===== src/rtl/core/vehicle_mode_supervisor_macros.svh =====
// Assertion helpers shared by the supervisor files.
// All checks sample on clk and are switched off while rst is high.
`ifndef VEHICLE_MODE_SUPERVISOR_MACROS_SVH
`define VEHICLE_MODE_SUPERVISOR_MACROS_SVH

// Same-cycle implication.
`define VMS_ASSERT_IMP(label, ante, cons, msg) \
  label: assert property (@(posedge clk) disable iff (rst) (ante) |-> (cons)) \
    else $error(msg);

// Next-cycle implication.
`define VMS_ASSERT_NXT(label, ante, cons, msg) \
  label: assert property (@(posedge clk) disable iff (rst) (ante) |=> (cons)) \
    else $error(msg);

`endif


===== src/rtl/core/vms_pkg.sv =====
`default_nettype none
package vms_pkg;

  localparam int TIMER_WIDTH = 16;
  localparam int SUM_W = ((TIMER_WIDTH > 16) ? TIMER_WIDTH : 16) + 1;

  localparam int IN_W  = 48;
  localparam int OUT_W = 16;

  // Modes
  localparam logic [2:0] MODE_IDLE  = 3'd0;
  localparam logic [2:0] MODE_DRIVE = 3'd1;
  localparam logic [2:0] MODE_LIFT  = 3'd2;
  localparam logic [2:0] MODE_DUMP  = 3'd3;
  localparam logic [2:0] MODE_FAULT = 3'd4;
  localparam logic [2:0] MODE_ESTOP = 3'd5;

  // Fault causes
  localparam logic [3:0] CAUSE_NONE       = 4'd0;
  localparam logic [3:0] CAUSE_ESTOP      = 4'd1;
  localparam logic [3:0] CAUSE_DTC        = 4'd2;
  localparam logic [3:0] CAUSE_CAN        = 4'd3;
  localparam logic [3:0] CAUSE_COMMS      = 4'd4;
  localparam logic [3:0] CAUSE_LIFT_TMO   = 4'd5;
  localparam logic [3:0] CAUSE_LIFT_SENS  = 4'd6;
  localparam logic [3:0] CAUSE_DUMP_TMO   = 4'd7;
  localparam logic [3:0] CAUSE_DUMP_SENS  = 4'd8;

  // Register indexes
  localparam logic [1:0] REG_FAIL_LIMIT = 2'd0;
  localparam logic [1:0] REG_RECOVER    = 2'd1;
  localparam logic [1:0] REG_STOP_SPEED = 2'd2;

  localparam logic [15:0] FAIL_LIMIT_RST = 16'd500;
  localparam logic [15:0] RECOVER_RST    = 16'd1000;
  localparam logic [14:0] STOP_SPEED_RST = 15'd10;
  localparam logic [15:0] DT_DEFAULT     = 16'd10;

  // Packed MSB first, so the first field lands in the highest bits.
  typedef struct packed {
    logic [15:0]        elapsed_ms;
    logic signed [15:0] velocity;
    logic               ack_pressed;
    logic               causes_clear;
    logic [3:0]         work_signals;
    logic               batt_healthy;
    logic               drive_req;
    logic               link_ok;
    logic [5:0]         fault_inputs;
    logic               estop;
  } item_t;

  typedef struct packed {
    logic [3:0] pad;
    logic       comms_good;
    logic       fault_held;
    logic [3:0] fault_id;
    logic       tip_on;
    logic       hoist_on;
    logic       traction_on;
    logic [2:0] mode;
  } result_t;

  typedef struct packed {
    logic [15:0] comms_fail_limit_ms;
    logic [15:0] comms_recover_ms;
    logic [14:0] stop_speed_mm_s;
  } cfg_t;

  typedef struct packed {
    logic [TIMER_WIDTH-1:0] fail_time;
    logic [TIMER_WIDTH-1:0] good_time;
    logic                   comms_filtered;
  } comms_t;

  typedef struct packed {
    logic [2:0] mode;
    logic       fault_latch;
    logic [3:0] latched_cause;
    logic       lift_inhibit;
    logic       dump_inhibit;
    comms_t     comms;
  } state_t;

endpackage
`default_nettype wire


===== src/rtl/core/vehicle_mode_supervisor.sv =====
// Vehicle mode supervisor.
// One transfer on the slave stream (s_*) is one control tick; each tick
// produces exactly one result transfer on the master stream (m_*).
// Input tick and result are both registered: a tick accepted into the input
// register is evaluated against the supervisor state by combinational logic
// and its result is loaded into the result register when that register is
// free or draining, and is then offered on the master stream.
// Throughput is one tick per cycle while the receiver does not stall. The
// whole tick (comms filter, fault priority, mode transition) is shallow
// logic between the input register and the result register, and the state
// registers update in the same cycle as the result register.
// When the receiver stalls, the result register holds and the input
// register takes one more tick, after which s_tready drops until m_tready
// returns.
// Reset (rst, synchronous) empties both registers, returns the mode to
// idle, clears the fault latch, inhibits and timers, marks comms good and
// loads the configuration registers with their defaults.
// Configuration is written over the APB port; the user must write it only
// while no tick is in flight, as the block itself does not enforce this.
`default_nettype none
`include "vehicle_mode_supervisor_macros.svh"
module vehicle_mode_supervisor (
  input  wire logic                  clk,
  input  wire logic                  rst,
  // s_tdata, from bit 0: estop, fault_inputs[5:0], link_ok, drive_req,
  // batt_healthy, work_signals[3:0], causes_clear, ack_pressed,
  // velocity[15:0] (signed), elapsed_ms[15:0]
  input  wire logic                  s_tvalid,
  output logic                       s_tready,
  input  wire logic [vms_pkg::IN_W-1:0] s_tdata,
  // m_tdata, from bit 0: mode[2:0], traction_on, hoist_on, tip_on,
  // fault_id[3:0], fault_held, comms_good, four zero bits
  output logic                       m_tvalid,
  input  wire logic                  m_tready,
  output logic [vms_pkg::OUT_W-1:0]  m_tdata,
  input  wire logic                  psel,
  input  wire logic                  penable,
  input  wire logic                  pwrite,
  input  wire logic [3:0]            paddr,
  input  wire logic [31:0]           pwdata,
  output logic [31:0]                prdata,
  output logic                       pready
);
  import vms_pkg::*;

  cfg_t    cfg;
  item_t   in_reg;
  logic    in_valid;
  result_t out_reg;
  logic    out_valid;
  state_t  st;
  state_t  st_next;
  comms_t  comms_next;
  result_t res;
  logic    adv;

  vms_cfg_regs u_cfg (
    .clk     (clk),
    .rst     (rst),
    .psel    (psel),
    .penable (penable),
    .pwrite  (pwrite),
    .paddr   (paddr),
    .pwdata  (pwdata),
    .prdata  (prdata),
    .pready  (pready),
    .cfg     (cfg)
  );

  vms_comms_filter u_comms (
    .link_ok    (in_reg.link_ok),
    .elapsed_ms (in_reg.elapsed_ms),
    .cfg        (cfg),
    .cur        (st.comms),
    .nxt        (comms_next)
  );

  vms_mode_logic u_mode (
    .item      (in_reg),
    .cfg       (cfg),
    .cur       (st),
    .comms_nxt (comms_next),
    .nxt       (st_next),
    .res       (res)
  );

  // Advance the tick into the result register when it is free or draining.
  assign adv      = !out_valid || m_tready;
  assign s_tready = !in_valid || adv;
  assign m_tvalid = out_valid;
  assign m_tdata  = out_reg;

  always_ff @(posedge clk) begin
    if (rst) begin
      in_valid <= 1'b0;
    end else if (s_tready) begin
      in_valid <= s_tvalid;
    end
  end

  always_ff @(posedge clk) begin
    if (s_tready && s_tvalid) begin
      in_reg <= item_t'(s_tdata);
    end
  end

  always_ff @(posedge clk) begin
    if (rst) begin
      out_valid <= 1'b0;
    end else if (adv) begin
      out_valid <= in_valid;
    end
  end

  always_ff @(posedge clk) begin
    if (adv && in_valid) begin
      out_reg <= res;
    end
  end

  // Supervisor state moves on only when a tick is evaluated.
  always_ff @(posedge clk) begin
    if (rst) begin
      st.mode                 <= MODE_IDLE;
      st.fault_latch          <= 1'b0;
      st.latched_cause        <= CAUSE_NONE;
      st.lift_inhibit         <= 1'b0;
      st.dump_inhibit         <= 1'b0;
      st.comms.fail_time      <= '0;
      st.comms.good_time      <= '0;
      st.comms.comms_filtered <= 1'b1;
    end else if (adv && in_valid) begin
      st <= st_next;
    end
  end

  // A latched fault always carries a real cause.
  `VMS_ASSERT_IMP(a_latch_has_cause, st.fault_latch, st.latched_cause != CAUSE_NONE, "latched fault without cause")
  // A reported fault code never comes with an actuator command.
  `VMS_ASSERT_IMP(a_code_quiet, m_tvalid && (out_reg.fault_id != CAUSE_NONE), !out_reg.traction_on && !out_reg.hoist_on && !out_reg.tip_on, "actuator commanded with a fault code")
  // At most one actuator is commanded, and traction only in drive.
  `VMS_ASSERT_IMP(a_one_cmd, m_tvalid, $onehot0({out_reg.traction_on, out_reg.hoist_on, out_reg.tip_on}) && (!out_reg.traction_on || (out_reg.mode == MODE_DRIVE)), "conflicting actuator commands")
  // Fault mode reported only with the latch held.
  `VMS_ASSERT_IMP(a_fault_held, m_tvalid && (out_reg.mode == MODE_FAULT), out_reg.fault_held, "fault mode without latch")

endmodule
`default_nettype wire


===== src/rtl/core/vms_cfg_regs.sv =====
`default_nettype none
module vms_cfg_regs (
  input  wire logic         clk,
  input  wire logic         rst,
  input  wire logic         psel,
  input  wire logic         penable,
  input  wire logic         pwrite,
  input  wire logic [3:0]   paddr,
  input  wire logic [31:0]  pwdata,
  output logic [31:0]       prdata,
  output logic              pready,
  output vms_pkg::cfg_t     cfg
);
  import vms_pkg::*;

  logic wr;
  logic [1:0] idx;

  assign pready = 1'b1;
  assign idx    = paddr[3:2];
  assign wr     = psel && penable && pwrite && pready;

  always_ff @(posedge clk) begin
    if (rst) begin
      cfg.comms_fail_limit_ms <= FAIL_LIMIT_RST;
      cfg.comms_recover_ms    <= RECOVER_RST;
      cfg.stop_speed_mm_s     <= STOP_SPEED_RST;
    end else if (wr) begin
      case (idx)
        REG_FAIL_LIMIT: cfg.comms_fail_limit_ms <= pwdata[15:0];
        REG_RECOVER:    cfg.comms_recover_ms    <= pwdata[15:0];
        REG_STOP_SPEED: cfg.stop_speed_mm_s     <= pwdata[14:0];
        default: ;
      endcase
    end
  end

  always_comb begin
    case (idx)
      REG_FAIL_LIMIT: prdata = {16'd0, cfg.comms_fail_limit_ms};
      REG_RECOVER:    prdata = {16'd0, cfg.comms_recover_ms};
      REG_STOP_SPEED: prdata = {17'd0, cfg.stop_speed_mm_s};
      default:        prdata = 32'd0;
    endcase
  end

endmodule
`default_nettype wire


===== src/rtl/core/vms_comms_filter.sv =====
`default_nettype none
module vms_comms_filter (
  input  wire logic          link_ok,
  input  wire logic [15:0]   elapsed_ms,
  input  wire vms_pkg::cfg_t cfg,
  input  wire vms_pkg::comms_t cur,
  output vms_pkg::comms_t    nxt
);
  import vms_pkg::*;

  localparam logic [SUM_W-1:0] TMAX =
    {{(SUM_W-TIMER_WIDTH){1'b0}}, {TIMER_WIDTH{1'b1}}};

  logic [15:0]      dt;
  logic [SUM_W-1:0] base;
  logic [SUM_W-1:0] sum;
  logic [SUM_W-1:0] sat;
  logic [SUM_W-1:0] limit;

  // A zero tick length stands for the default tick.
  assign dt   = (elapsed_ms == 16'd0) ? DT_DEFAULT : elapsed_ms;
  assign base = link_ok ? SUM_W'(cur.good_time) : SUM_W'(cur.fail_time);
  assign sum  = base + SUM_W'(dt);
  assign sat  = (sum > TMAX) ? TMAX : sum;
  assign limit = link_ok ? SUM_W'(cfg.comms_recover_ms) : SUM_W'(cfg.comms_fail_limit_ms);

  always_comb begin
    nxt = cur;
    if (!link_ok) begin
      nxt.fail_time = sat[TIMER_WIDTH-1:0];
      nxt.good_time = '0;
      if (sat >= limit) nxt.comms_filtered = 1'b0;
    end else begin
      nxt.good_time = sat[TIMER_WIDTH-1:0];
      nxt.fail_time = '0;
      if (sat >= limit) nxt.comms_filtered = 1'b1;
    end
  end

endmodule
`default_nettype wire


===== src/rtl/core/vms_mode_logic.sv =====
`default_nettype none
module vms_mode_logic (
  input  wire vms_pkg::item_t  item,
  input  wire vms_pkg::cfg_t   cfg,
  input  wire vms_pkg::state_t cur,
  input  wire vms_pkg::comms_t comms_nxt,
  output vms_pkg::state_t      nxt,
  output vms_pkg::result_t     res
);
  import vms_pkg::*;

  logic        lreq, ldone, dreq, ddone, den, bat, cgood;
  logic [15:0] vraw, mag;
  logic        stopped;
  logic [3:0]  cause;
  logic [2:0]  mode;
  logic        latch, lift_inh, dump_inh;
  logic [3:0]  lcause, code;
  logic        dcmd, lcmd, ucmd;

  assign lreq  = item.work_signals[0];
  assign ldone = item.work_signals[1];
  assign dreq  = item.work_signals[2];
  assign ddone = item.work_signals[3];
  assign den   = item.drive_req;
  assign bat   = item.batt_healthy;
  assign cgood = comms_nxt.comms_filtered;

  assign vraw    = item.velocity;
  assign mag     = vraw[15] ? (~vraw + 16'd1) : vraw;
  assign stopped = mag < {1'b0, cfg.stop_speed_mm_s};

  // Fixed priority, comms loss judged on this tick's filtered status.
  always_comb begin
    if (item.fault_inputs[0])      cause = CAUSE_DTC;
    else if (item.fault_inputs[1]) cause = CAUSE_CAN;
    else if (!cgood)               cause = CAUSE_COMMS;
    else if (item.fault_inputs[2]) cause = CAUSE_LIFT_TMO;
    else if (item.fault_inputs[3]) cause = CAUSE_LIFT_SENS;
    else if (item.fault_inputs[4]) cause = CAUSE_DUMP_TMO;
    else if (item.fault_inputs[5]) cause = CAUSE_DUMP_SENS;
    else                           cause = CAUSE_NONE;
  end

  always_comb begin
    lift_inh = cur.lift_inhibit && lreq;
    dump_inh = cur.dump_inhibit && dreq;
    latch    = cur.fault_latch;
    lcause   = cur.latched_cause;
    mode     = cur.mode;
    code     = CAUSE_NONE;
    dcmd     = 1'b0;
    lcmd     = 1'b0;
    ucmd     = 1'b0;
    if (item.estop) begin
      mode = MODE_ESTOP;
      code = CAUSE_ESTOP;
    end else begin
      if ((cause != CAUSE_NONE) && !latch) begin
        latch  = 1'b1;
        lcause = cause;
      end
      if (latch) mode = MODE_FAULT;
      case (mode)
        MODE_DRIVE: begin
          if (!den || !bat || !cgood) mode = MODE_IDLE;
          else dcmd = 1'b1;
        end
        MODE_LIFT: begin
          if (den) begin
            mode = MODE_IDLE;
          end else begin
            lcmd = lreq && stopped;
            if (ldone) begin
              lift_inh = 1'b1;
              mode     = MODE_IDLE;
            end else if (!lreq) begin
              mode = MODE_IDLE;
            end
          end
        end
        MODE_DUMP: begin
          if (den) begin
            mode = MODE_IDLE;
          end else begin
            ucmd = dreq && stopped;
            if (ddone) begin
              dump_inh = 1'b1;
              mode     = MODE_IDLE;
            end else if (!dreq) begin
              mode = MODE_IDLE;
            end
          end
        end
        MODE_FAULT: begin
          code = lcause;
          if (item.causes_clear && item.ack_pressed) begin
            latch  = 1'b0;
            lcause = CAUSE_NONE;
            mode   = MODE_IDLE;
          end
        end
        MODE_ESTOP: begin
          code = CAUSE_ESTOP;
          if (item.ack_pressed) mode = MODE_IDLE;
        end
        default: begin
          mode = MODE_IDLE;
          if (den && bat && cgood) begin
            mode = MODE_DRIVE;
          end else if (!lift_inh && lreq && !den && stopped) begin
            mode = MODE_LIFT;
            lcmd = 1'b1;
          end else if (!dump_inh && dreq && !den && stopped) begin
            mode = MODE_DUMP;
            ucmd = 1'b1;
          end
        end
      endcase
    end

    nxt.mode          = mode;
    nxt.fault_latch   = latch;
    nxt.latched_cause = lcause;
    nxt.lift_inhibit  = lift_inh;
    nxt.dump_inhibit  = dump_inh;
    nxt.comms         = comms_nxt;

    res.pad         = '0;
    res.comms_good  = cgood;
    res.fault_held  = latch;
    res.fault_id    = code;
    res.tip_on      = ucmd;
    res.hoist_on    = lcmd;
    res.traction_on = dcmd;
    res.mode        = mode;
  end

endmodule
`default_nettype wire

===== config.mk =====
export PLATFORM = sky130hd
export DESIGN_NAME = vehicle_mode_supervisor
export DESIGN_NICKNAME = d
export VERILOG_FILES = /design/src/rtl/core/vms_pkg.sv /design/src/rtl/core/vehicle_mode_supervisor.sv /design/src/rtl/core/vms_cfg_regs.sv /design/src/rtl/core/vms_comms_filter.sv /design/src/rtl/core/vms_mode_logic.sv
export VERILOG_INCLUDE_DIRS = /design/src /design/src/rtl/core
export SDC_FILE = /design/constraint.sdc
export NUM_CORES = 1
export LEC_CHECK = 0
export BUFFER_PORTS_ARGS = -buffer_cell sky130_fd_sc_hd__buf_4
export CAP_MARGIN = 20
export CORE_ASPECT_RATIO = 1.25
export CORE_MARGIN = 2
export CORE_UTILIZATION = 53
export CTS_CLUSTER_DIAMETER = 30
export DETAILED_ROUTE_END_ITERATION = 8
export MAX_ROUTING_LAYER = met4
export PLACE_DENSITY = 0.78
export SYNTH_ARGS = -nofsm -noshare
export SYNTH_HDL_FRONTEND = slang
export SYNTH_HIERARCHICAL = 1
export SYNTH_SLANG_ARGS = --single-unit
export TNS_END_PERCENT = 100

===== constraint.sdc =====
create_clock -name clk -period 5.8 [get_ports clk]
set_input_delay 1.74 -clock clk [delete_from_list [all_inputs] [get_ports clk]]
set_output_delay 1.74 -clock clk [all_outputs]
set_load 0.01 [all_outputs]

After elaboration in Yosys (flattened, before gate mapping)
Cells that the tools add are included.

word-level totals
  register bits = 152
  output and inout port bits = 51
  logic and storage cells = 144

cells by class
  add/subtract/negate cells = 2
  magnitude comparators = 3
  eq/ne operators = 7
  multiplexer cells = 59
  bitwise logic cells = 3
  reduce and logical (&&, ||, !) cells = 40

operators with widths
  operator                                                                            number
  16-bit 2-to-1 mux                                                                   4
  16-bit case mux with 3 select lines                                                 1
  3-bit 2-to-1 mux                                                                    14
  4-bit 2-to-1 mux                                                                    10
  33-bit 2-to-1 mux                                                                   1
  1-bit 2-to-1 mux                                                                    23
  1-bit logical AND                                                                   18
  17-bit by 16-bit adder with 17-bit output                                           1
  17-bit >= comparator                                                                1
  17-bit by 16-bit greater-than comparator with 1-bit output (second input constant)  1
  17-bit 2-to-1 mux                                                                   1
  16-bit by 1-bit adder with 16-bit output (second input constant)                    1
  16-bit logical NOT                                                                  1
  16-bit by 15-bit less-than comparator with 1-bit output                             1
  16-bit inverter                                                                     1
  3-bit case mux with 5 select lines                                                  1
  1-bit logical NOT                                                                   8
  4-bit case mux with 2 select lines                                                  1
  2-bit AND reduction                                                                 4
  4-bit OR reduction                                                                  2
  3-bit by 2-bit equality test with 1-bit output (second input constant)              2
  3-bit equality test (second input constant)                                         2
  1-bit logical OR                                                                    4
  1-bit case mux with 2 select lines                                                  2
  other kinds (8)                                                                     9

Depth between registers and ports, before layout
Gate-level depths: netlist of run 1.

  depth after elaboration = 22
  depth in mapped cells = 26

Modules after synthesis
Netlist of run 1, hierarchy kept.

by module, submodules not included
  module                   times used  cells an instance  area an instance (sq um)
  vehicle_mode_supervisor  1           260                3,926.3
  vms_cfg_regs             1           258                2,417.3
  vms_comms_filter         1           269                1,935.6
  vms_mode_logic           1           229                1,560.2

Worst setup path before layout of run 1
Ideal clock, no wire load.

  path type = reg-to-reg
  start = reg in_reg[7] (netlist bit)
  end = reg out_reg (netlist bit m_tdata[2]) (data pin)
  library setup time = 251 ps
  arrival = 5,716 ps
  data required time = 5,549 ps
  setup slack = -167 ps
  cell stages (with the launch flop) = 25
  path buffers = 4
  period minus slack after synthesis = 5,967 ps
  cell sequence = edfxtp_1 clkbuf_1 mux2_2 ha_1 buf_6 a21o_1 and3_4 a2111oi_4 a21oi_2 nor2_2 buf_2 nand2_1 ha_1 nor2b_1 o21ai_0 a21oi_1 or4_1 a31oi_1 mux2_2 or4b_1 nor3_1 a21o_1 nand2_1 a21o_1 buf_4

RTL lines
  what                    RTL line                        source
  from (decl)             vehicle_mode_supervisor.sv:47   item_t in_reg;
  from (signal assigned)  vehicle_mode_supervisor.sv:103  in_reg <= item_t'(s_tdata);
  to (signal assigned)    vehicle_mode_supervisor.sv:117  out_reg <= res;
  to (decl)               vehicle_mode_supervisor.sv:49   result_t out_reg;

==> results of run 1 <==
-- critical path: cells and delay by family, from the launching register on --
kind | cells | cell delay (ps)
AO/OA/AOI/OAI | 8 | 1610
adder cells (fa/ha/maj) | 2 | 400
buffers and inverters | 5 | 730
flip-flops | 1 | 410
multiplexers | 3 | 620
AND/OR/NAND/NOR | 7 | 1990
-- layout make-up --
type | count | share of cell area (%)
inverter | 36 | 1.12
clock inverter | 14 | 1.53
multi-input combinational | 714 | 46.2
sequential | 156 | 31.3
timing repair buffer | 214 | 13.9
clock buffer | 18 | 3.56
tap | 228 | 2.37
-- Yosys cell counts, types with 3 or more instances --
cell type	n	area (sq um)
inv_1	36	135
nor3_1	16	80.1
buf_4	67	503
nand2_1	53	199
ha_1	47	588
buf_2	8	40.0
edfxtp_1	64	1920
or3_1	4	25.0
o21ai_0	34	170
xnor2_1	22	193
or4_1	3	22.5
nor3b_1	4	30.0
o31ai_1	4	30.0
a21oi_1	35	175
or3_4	5	56.3
a21boi_0	7	52.6
a22oi_1	3	22.5
mux2i_1	124	1240
nand2b_1	147	920
o211ai_1	4	30.0
nand4_1	10	62.6
nand3_1	6	30.0
a211oi_1	7	52.6
buf_6	7	78.8
nor2_1	52	195
clkbuf_1	44	165
and2_1	4	25.0
nor2b_1	16	100
nor4_1	6	37.5
o21ai_1	3	15.0
a21o_1	12	90.1
conb_1	3	11.3
dfxtp_1	92	1840
mux2_2	18	203
-- power breakdown --
| part | total (W) | internal [W] | switching (W) |
|---|---|---|---|
| sequential | 0.00123 | 0.00119 | 0.0000357 |
| combinational | 0.000562 | 0.000281 | 0.000282 |
| clock | 0.00117 | 0.000687 | 0.000481 |
| total | 0.00296 | 0.00216 | 0.000799 |
-- per-stage QoR --
stage / cell area (sq um) / setup slack (ps) / hold slack, ps / total power [W]
3_5_place_dp: 10900 / -316 / 461 / 0.00174
3_3_place_gp: 10900 / -238 / 456 / 0.00173
5_1_grt: 12000 / -200 / 492 / 0.00307
4_1_cts: 11600 / 6.83 / 475 / 0.00291
6_report: 12000 / -25.8 / 470 / 0.00296
2_1_floorplan: 9910 / 11.6 / 445 / 0.00160
-- metal layers --
metal  vias up  share of wire, %  global-route usage (%)
met2       226                52                    39.4
met1      3618                42                    26.4
li1       3690                 -                       -
met3        42               4.1                    3.69
met4         0               2.7                    8.11
met5         -                 0                       -
-- repair_timing --
| item | 4_1_cts | 5_1_grt |
|---|---|---|
| gates resized for setup | 19 | 50 |
| endpoints found under the setup margin | 20 | 21 |
| buffers inserted | 9 | 16 |
| pin swaps | 8 | 24 |
-- cells by family (layout without fill, tap and decap cells) --
kind of cell,count (synthesis),after routing,share of synthesized area (%)
muxes,142,142,14.7
and+or+nand+nor,345,345,20.2
AOI/OAI and AO/OA,134,134,9.03
xor gates and xnor gates,24,24,2.14
DFF,156,156,38.3
buffers and inverters,164,282,9.46
other,3,21,0.114
adders and majority gates,48,48,6.18
-- worst max-delay path by stage --
stage / slack (ps) / to / startpoint
after floorplan: 10 / m_tdata[1] / in_reg[7]
after global placement: -240 / st[41] / in_reg[37]
after detailed placement: -320 / st[38] / in_reg[37]
after CTS: 7 / st[40] / in_reg[7]
after global routing: -200 / st[35] / in_reg[7]
final: -30 / st[35] / in_reg[7]
==> summary.md, run 1 <==
| Metric | Value |
|---|---|
| Outcome | `complete, but fails checks` |
| Failing checks | `negative setup slack` |
| Max Clock Skew | `10.5 ps` |
| Total negative slack | `-25.8 ps` |
| Share of layout cells above drive strength 1 | `28.6%` |
| Core Util, Final | `66.3%` |
| GPL Wtd Cong | `0.918` |
| First-pass GRT wire length | `34800 um` |
| DR pass1 iterations | `7` |
| Initial antenna violation count | `0` |
| Clk sinks | `156` |
| Global-route usage over all layers | `22.6%` |
| Largest net degree at the start of global routing | `105` |
| Critical setup path kind | `register to register` |
| Slowest stage delay, CP | `550 ps` |
| Post-Route WL | `22900 um` |
| Worst Tran Pin Value | `778 ps` |
| Hold Crit Class | `register to register` |
| R2r worst-path depth | `25` |
| DRC viols | `0` |
| Max reg flops | `48` |
| CP Capture Type | `register` |
| Final non-filler cell total | `1380` |
| Max-cap violations | `0` |
| Setup ws final | `-25.8 ps` |
| Nets@finish | `1278` |
| H-tree depth reported by CTS | `4` |
| Crit start category | `register` |
| Vias | `7576` |
| Starting Density | `54.2%` |
| Routed WL per cell | `16.6 um` |
| Critical-path top delay cell | `or4_4` |
| # rows | `55` |
| Synthesized flop and latch total | `156` |
| Netlist Area Pre-Place | `a little under 10000 sq um` |
| Dpl cells | `~1300` |
| CP required | `6160 ps` |
| Peak VDD IR | `just over 0.0002 V` |
| RR Endpoint | `st[35]` |
| Antenna cells | `0` |
| Post-synth EDFFs | `64` |
| Syn-to-layout area delta | `22.4%` |
| Fillers | `1399` |
| F_max | `0.172 GHz` |
| Register area | `3760 sq um` |
| Post-detail-place hpwl | `15100 um` |
| Unrepaired setup endpoints after global routing | `yes` |
| Endpoints failing hold | `0` |
| Most frequent CP cell | `buf_6` |
| CTS Buffer Depth | `2` |
| Sequential share of the synthesized area | `38.3%` |
| Min-Delay Path Depth | `2` |
| Most frequent cells in the layout | `203 x buf_4, 146 x nand2b_1, 123 x mux2i_1` |
| Hold EP | `st[20]` |
| Worst EP arrival | `about 6200 ps` |
| Die width | `126 um` |
| Gr ovfl total | `0` |
| Most used flip-flop cell after synthesis | `dfxtp_1` |
| Mean post-synth cell area | `just under 10 sq um` |
| Initial DRC Count | `347` |
| Commonest non-fill, non-tap cell in the layout | `buf_4` |
| Post-Synthesis Cells | `1016` |
| Die height | `between 150 and 200 um` |
| Asr flop ratio synth | `0%` |
| Vias in the first global route | `7211` |
| Area of the multi-input gates | `approximately 5600 sq um` |
| Setup Viol. Count Final | `1` |
| Final worst path period need | `slightly below 6000 ps` |
| DIE AREA | `19700 sq um` |
| Hold_sp | `st[20]` |
| Slew headroom | `around half` |
| Clock slew at reported path FFs | `70 ps` |
| Post-DRT Antenna Nets | `0` |
| Final Cycle Share | `100%` |
| IO Pins | `142` |
| Reg2reg start | `in_reg[7]` |
| Core Box Area | `18200 sq um` |
| CTS tree | `built` |
| Setup slack, reg-to-reg | `-30 ps` |
| Slew Viols, Final | `0` |
| Crit path max fanout | `8` |
| Leakage Power | `around 5 nW` |
| Hold_buf cts | `0` |
| Via density per instance | `5.49` |
| Root Buffer | `clkbuf_16` |
| Yosys warning count | `6` |
| Pwr dens | `246 nW/um^2` |
| Clk_lat worst skew | `430 ps` |
| Num CTS Buffers | `17` |
| Port bufs | `106` |
| Distinct cells, synth | `77` |
Power figures use the tool's default switching activity.
==> run 2: changes to the inputs <==
SETUP_SLACK_MARGIN = 0.4   (was default)
==> run 2 against run 1 <==
The run now ends clean; combinational power down 2%; non-clock buffer count down 34; sequential power about the same; hold slack about the same; worst setup slack better by 62 ps; die area unchanged; clock power about the same; core utilization down 0.33 points; critical endpoint is now st[42]; highest routed layer unchanged.
==> summary.md, run 2 (synthesized netlist as in run 1, its figures left out) <==
| Metric | Value |
|---|---|
| RR Endpoint | `st[42]` |
| Syn-to-layout area delta | `21.8%` |
| Max reg flops | `48` |
| Routed WL per cell | `16.8 um` |
| Commonest non-fill, non-tap cell in the layout | `buf_4` |
| Slew headroom | `35.8%` |
| Gr ovfl total | `0` |
| Leakage Power | `4.89 nW` |
| Critical setup path kind | `register to register` |
| Vias in the first global route | `7185` |
| Final worst path period need | `5760 ps` |
| DRC viols | `0` |
| CP required | `roughly 6100 ps` |
| Outcome | `finished, final reports clean` |
| CTS tree | `built` |
| Port bufs | `~110` |
| DIE AREA | `19700 sq um` |
| First-pass GRT wire length | `35000 um` |
| Area of the multi-input gates | `5720 sq um` |
| Nets@finish | `roughly 1200` |
| Area of placed instances | `10600 sq um` |
| Setup Viol. Count Final | `0` |
| Vias | `approximately 7400` |
| Clk sinks | `about 160` |
| DR pass1 iterations | `5` |
| Pre-CTS WS | `-155 ps` |
| Global-route usage over all layers | `22.8%` |
| Die width | `126 um` |
| Post-detail-place hpwl | `about 15000 um` |
| Clk_lat worst skew | `approximately 430 ps` |
| Antenna cells | `0` |
| IO Pins | `about 140` |
| Starting Density | `54.2%` |
| Die height | `between 150 and 200 um` |
| Power Total | `approximately 0.003 W` |
| R2r worst-path depth | `29` |
| Combinational group share of total power | `18.8%` |
| Sequential power share | `41.9%` |
| Unrepaired setup endpoints after global routing | `yes` |
| CTS Buffer Depth | `2` |
| Reg2reg start | `in_reg[7]` |
| Initial antenna violation count | `0` |
| Clock slew at reported path FFs | `about 70 ps` |
| Post-Route WL | `approximately 23000 um` |
| Register area | `3760 sq um` |
| F_max | `between 0.15 and 0.2 GHz` |
| Critical-path top delay cell | `or4b_4` |
| GPL Wtd Cong | `0.886` |
| Sw frac | `28.7%` |
| Most frequent CP cell | `a21o_1` |
| Most frequent cells in the layout | `163 x buf_4, 145 x nand2b_1, 124 x mux2i_1` |
| Peak VDD IR | `0.000203 V` |
| Crit start category | `register` |
| Switching power | `0.000840 W` |
| Max-cap violations | `0` |
| Final Cycle Share | `99.4%` |
| Fillers | `1381` |
| # rows | `55` |
| Slew Viols, Final | `0` |
| Max Clock Skew | `13.6 ps` |
| Share of layout cells above drive strength 1 | `28.3%` |
| Hold Crit Class | `register to register` |
| H-tree depth reported by CTS | `4` |
| Worst Tran Pin Value | `roughly 960 ps` |
| Post-DRT Antenna Nets | `0` |
| Root Buffer | `clkbuf_16` |
| Core Box Area | `18200 sq um` |
| Hold_sp | `st[17]` |
| Worst EP arrival | `6040 ps` |
| Num CTS Buffers | `17` |
| Largest net degree at the start of global routing | `118` |
| Min-Delay Path Depth | `2` |
| Slowest stage delay, CP | `510 ps` |
| Via density per instance | `5.53` |
| Hold EP | `st[17]` |
| Setup slack, reg-to-reg | `between 30 and 40 ps` |
| Setup ws final | `36.5 ps` |
| Initial DRC Count | `340` |
| P_int | `0.00208 W` |
| Endpoints failing hold | `0` |
| Crit path max fanout | `4` |
| Post-Layout Inst Area | `between 10000 and 15000 sq um` |
| Pwr dens | `244 nW/um^2` |
| CP Capture Type | `register` |
| Clk pwr share | `39.3%` |
## run 2: layer usage
metal,wire length [um],global-route usage (%),up-vias,share of wire (%)
met4,867,9.73,0,3.8
li1,-,-,3631,-
met2,11400,39.1,201,51
met5,0,-,-,0
met3,906,4.10,61,4.0
met1,9390,26.3,3553,42
## run 2: per-stage QoR
stage | setup TNS (ps) | hold WS [ps] | cells | utilization, %
detailed placement | -995 | 460 | 1279 | 58.1
floorplan | 0 | 445 | 1034 | -
global route | -1150 | 483 | 1346 | 66.0
finish | 0 | 470 | 1346 | 66.0
global placement | -938 | 454 | 1279 | 58.1
CTS | 0 | 475 | 1335 | 64.2
## run 2: power by group through the flow
stage               registers, W  clock network (W)  logic [W]
floorplan                0.00124                  0   0.000367
global placement         0.00125                  0   0.000454
detailed placement       0.00125                  0   0.000462
CTS                      0.00122            0.00117   0.000509
global route             0.00123            0.00121   0.000597
finish                   0.00123            0.00115   0.000551
## run 2: worst max-delay path by stage
stage	from	end	slack (ps)	depth (start not counted)
after CTS	in_reg[7]	st[41]	150	23
after global placement	in_reg[37]	st[41]	-160	24
after floorplan	in_reg[7]	m_tdata[3]	410	22
after detailed placement	in_reg[37]	st[36]	-150	25
after global routing	in_reg[7]	st[40]	-210	29
final	in_reg[7]	st[42]	40	29
## run 2: what timing repair did
item	CTS	global route
gates cloned	2	0
gates resized for setup	52	47
hold endpoints to repair	0	0
endpoints found under the setup margin	21	21
buffers inserted	22	11
pin swaps	26	28
hold buffers	0	0
## run 2: cell type report
class / count / share of cell area (%)
Tap cell: 228 / 2.38
Inverter: 36 / 1.13
Clock inverter: 15 / 1.61
Timing Repair Buffer: 180 / 12.2
Clock buffer: 17 / 3.55
Multi-Input combinational cell: 714 / 47.7
Sequential cell: 156 / 31.4
## run 2: critical path, delay by kind of cell, from the launching register on
family          cells  cell delay [ps]
compound gates     10             1790
simple gates        5             1070
buf+inv             7              880
fa+ha+maj           3              830
mux                 4              610
flops               1              460
==> run 3: changes to the inputs <==
CELL_PAD_IN_SITES_DETAIL_PLACEMENT = 0   (was default)
CELL_PAD_IN_SITES_GLOBAL_PLACEMENT = 1   (was default)
CORE_UTILIZATION = 41   (was 53)
PLACE_DENSITY = default   (was 0.78)
PLACE_DENSITY_LB_ADDON = 0.1   (was default)
==> run 3 against run 2 <==
Combinational power increased by 4.7%; non-clock buffer count up 33; global-route usage down 3.4 points; hold slack better by 1.2 ps; largest cell class unchanged; highest routed layer unchanged.
==> summary.md, run 3 (synthesized netlist as in run 1, its figures left out) <==
| Metric | Value |
|---|---|
| # rows | `between 60 and 70` |
| Post-Route WL | `23400 um` |
| First-pass GRT wire length | `~37000 um` |
| H-tree depth reported by CTS | `4` |
| Worst EP arrival | `5930 ps` |
| DR pass1 iterations | `4` |
| Worst Path Buf+Inv | `6` |
| Final Cycle Share | `95.9%` |
| Clock slew at reported path FFs | `around 70 ps` |
| DRC viols | `0` |
| Largest net degree at the start of global routing | `116` |
| Register area | `~3800 sq um` |
| GPL Wtd Cong | `0.820` |
| Gr ovfl total | `0` |
| Crit start category | `register` |
| Antenna cells | `0` |
| Vias | `7191` |
| Via density per instance | `4.98` |
| Clk sinks | `roughly 160` |
| Routed WL per cell | `about 16 um` |
| Most frequent cells in the layout | `198 x buf_4, 145 x nand2b_1, 124 x mux2i_1` |
| Hold Crit Class | `register to register` |
| Commonest non-fill, non-tap cell in the layout | `buf_4` |
| Die height | `177 um` |
| Max reg flops | `48` |
| Initial antenna violation count | `0` |
| Nets@finish | `1277` |
| Initial DRC Count | `267` |
| Family with the most delay on the worst path | `compound AO/OA/AOI/OAI gates` |
| Fillers | `roughly 2200` |
| Leakage Power | `slightly above 5 nW` |
| CTS tree | `built` |
| CP Capture Type | `register` |
| Global-route usage over all layers | `19.4%` |
| Clk_lat worst skew | `430 ps` |
| Area of placed instances | `10900 sq um` |
| Total negative slack | `0 ps` |
| Slew Viols, Final | `0` |
| CP required | `6170 ps` |
| Slew headroom | `33.7%` |
| Peak VDD IR | `between 0.00015 and 0.0002 V` |
| Slowest stage delay, CP | `520 ps` |
| Outcome | `finished, final reports clean` |
| Endpoints failing hold | `0` |
| IO Pins | `between 100 and 150` |
| Port bufs | `roughly 110` |
| Crit path max fanout | `8` |
| Unrepaired setup endpoints after global routing | `yes` |
| Root Buffer | `clkbuf_16` |
| Worst hold slack | `471 ps` |
| F_max | `between 0.15 and 0.2 GHz` |
| Pwr dens | `240 nW/um^2` |
| Core Box Area | `23600 sq um` |
| Post-Layout Inst Area | `between 10000 and 15000 sq um` |
| Max Clock Skew | `just under 9 ps` |
| Worst Tran Pin Value | `993 ps` |
| Post-DRT Antenna Nets | `0` |
| Final worst path period need | `5560 ps` |
| CTS Buffer Depth | `2` |
| Area of the multi-input gates | `5830 sq um` |
| Max-cap violations | `0` |
| Share of layout cells above drive strength 1 | `a little under a third` |
| Post-detail-place hpwl | `16400 um` |
| Critical-path top delay cell | `or4b_4` |
| Setup Viol. Count Final | `0` |
| Critical setup path kind | `register to register` |
| Die width | `~140 um` |
| Dpl cells | `1376` |
| Syn-to-layout area delta | `26.2%` |
| Final non-filler cell total | `1443` |
| DIE AREA | `25300 sq um` |
| Num CTS Buffers | `17` |
| Starting Density | `41.6%` |
| Vias in the first global route | `7254` |
## run 3: changes by cell type in the layout (fill, tap and decap cells not counted), sizes merged
| cell | before | now |
|---|---|---|
| inv | 45 | 40 |
| bufbuf | 1 | 0 |
| buf | 179 | 213 |
| clkinvlp | 0 | 2 |
| clkbuf | 17 | 22 |
| clkinv | 5 | 3 |
## run 3: where the power goes
| part | leakage, nW | total (W) | internal (W) | switching, W |
|---|---|---|---|---|
| Clock | 0.302 | 0.00118 | 0.000696 | 0.000480 |
| Sequential | 1.36 | 0.00122 | 0.00119 | 0.0000345 |
| Combinational | 3.41 | 0.000577 | 0.000295 | 0.000282 |
## run 3: metrics by stage
stage          utilization [%]  power, W  setup WS [ps]
6_report                  52.5   0.00298            239
3_3_place_gp              46.1   0.00175           -148
3_5_place_dp              46.1   0.00175           -211
2_1_floorplan                -   0.00160            409
5_1_grt                   52.5   0.00312           25.4
4_1_cts                   51.2   0.00298            190
## run 3: tightest hold or removal path, stage by stage, from the launching register on
cell	delay, ps
dfxtp_1	310
nand2b_1	60
mux2i_1	50
## run 3: repair_timing
item                                    CTS  global route
resized for setup                        66            46
endpoints found under the setup margin   21            21
setup buffers                            24            10
gates cloned                              1             0
pin swaps                                41            29
hold buffers                              0             0
## run 3: cell type report
cell class,instances,share of cell area [%]
multi-input combinational,714,47.0
tap,292,2.94
inverter,36,1.09
sequential,156,30.3
clock buffer,22,4.26
timing repair buffer,213,13.7
clock inverter,10,0.746
## run 3: path summary, 6_finish.rpt
kind / start / endpoint / slack (ps) / cells after the start
setup / recovery: in_reg[7] / st[35] / 240 / 26
hold / removal: st[14] / st[14] / 470 / 2
setup reg to reg: in_reg[7] / st[35] / 240 / 26
hold reg to reg: st[14] / st[14] / 470 / 2
## run 3: metal layers
| layer | vias up | track usage [%] | share of wire [%] |
|---|---|---|---|
| li1 | 3686 | - | - |
| met1 | 3375 | 23.0 | 44 |
| met2 | 109 | 33.2 | 52 |
| met3 | 21 | 3.11 | 2.3 |
| met4 | 0 | 6.93 | 2.2 |
| met5 | - | - | 0 |
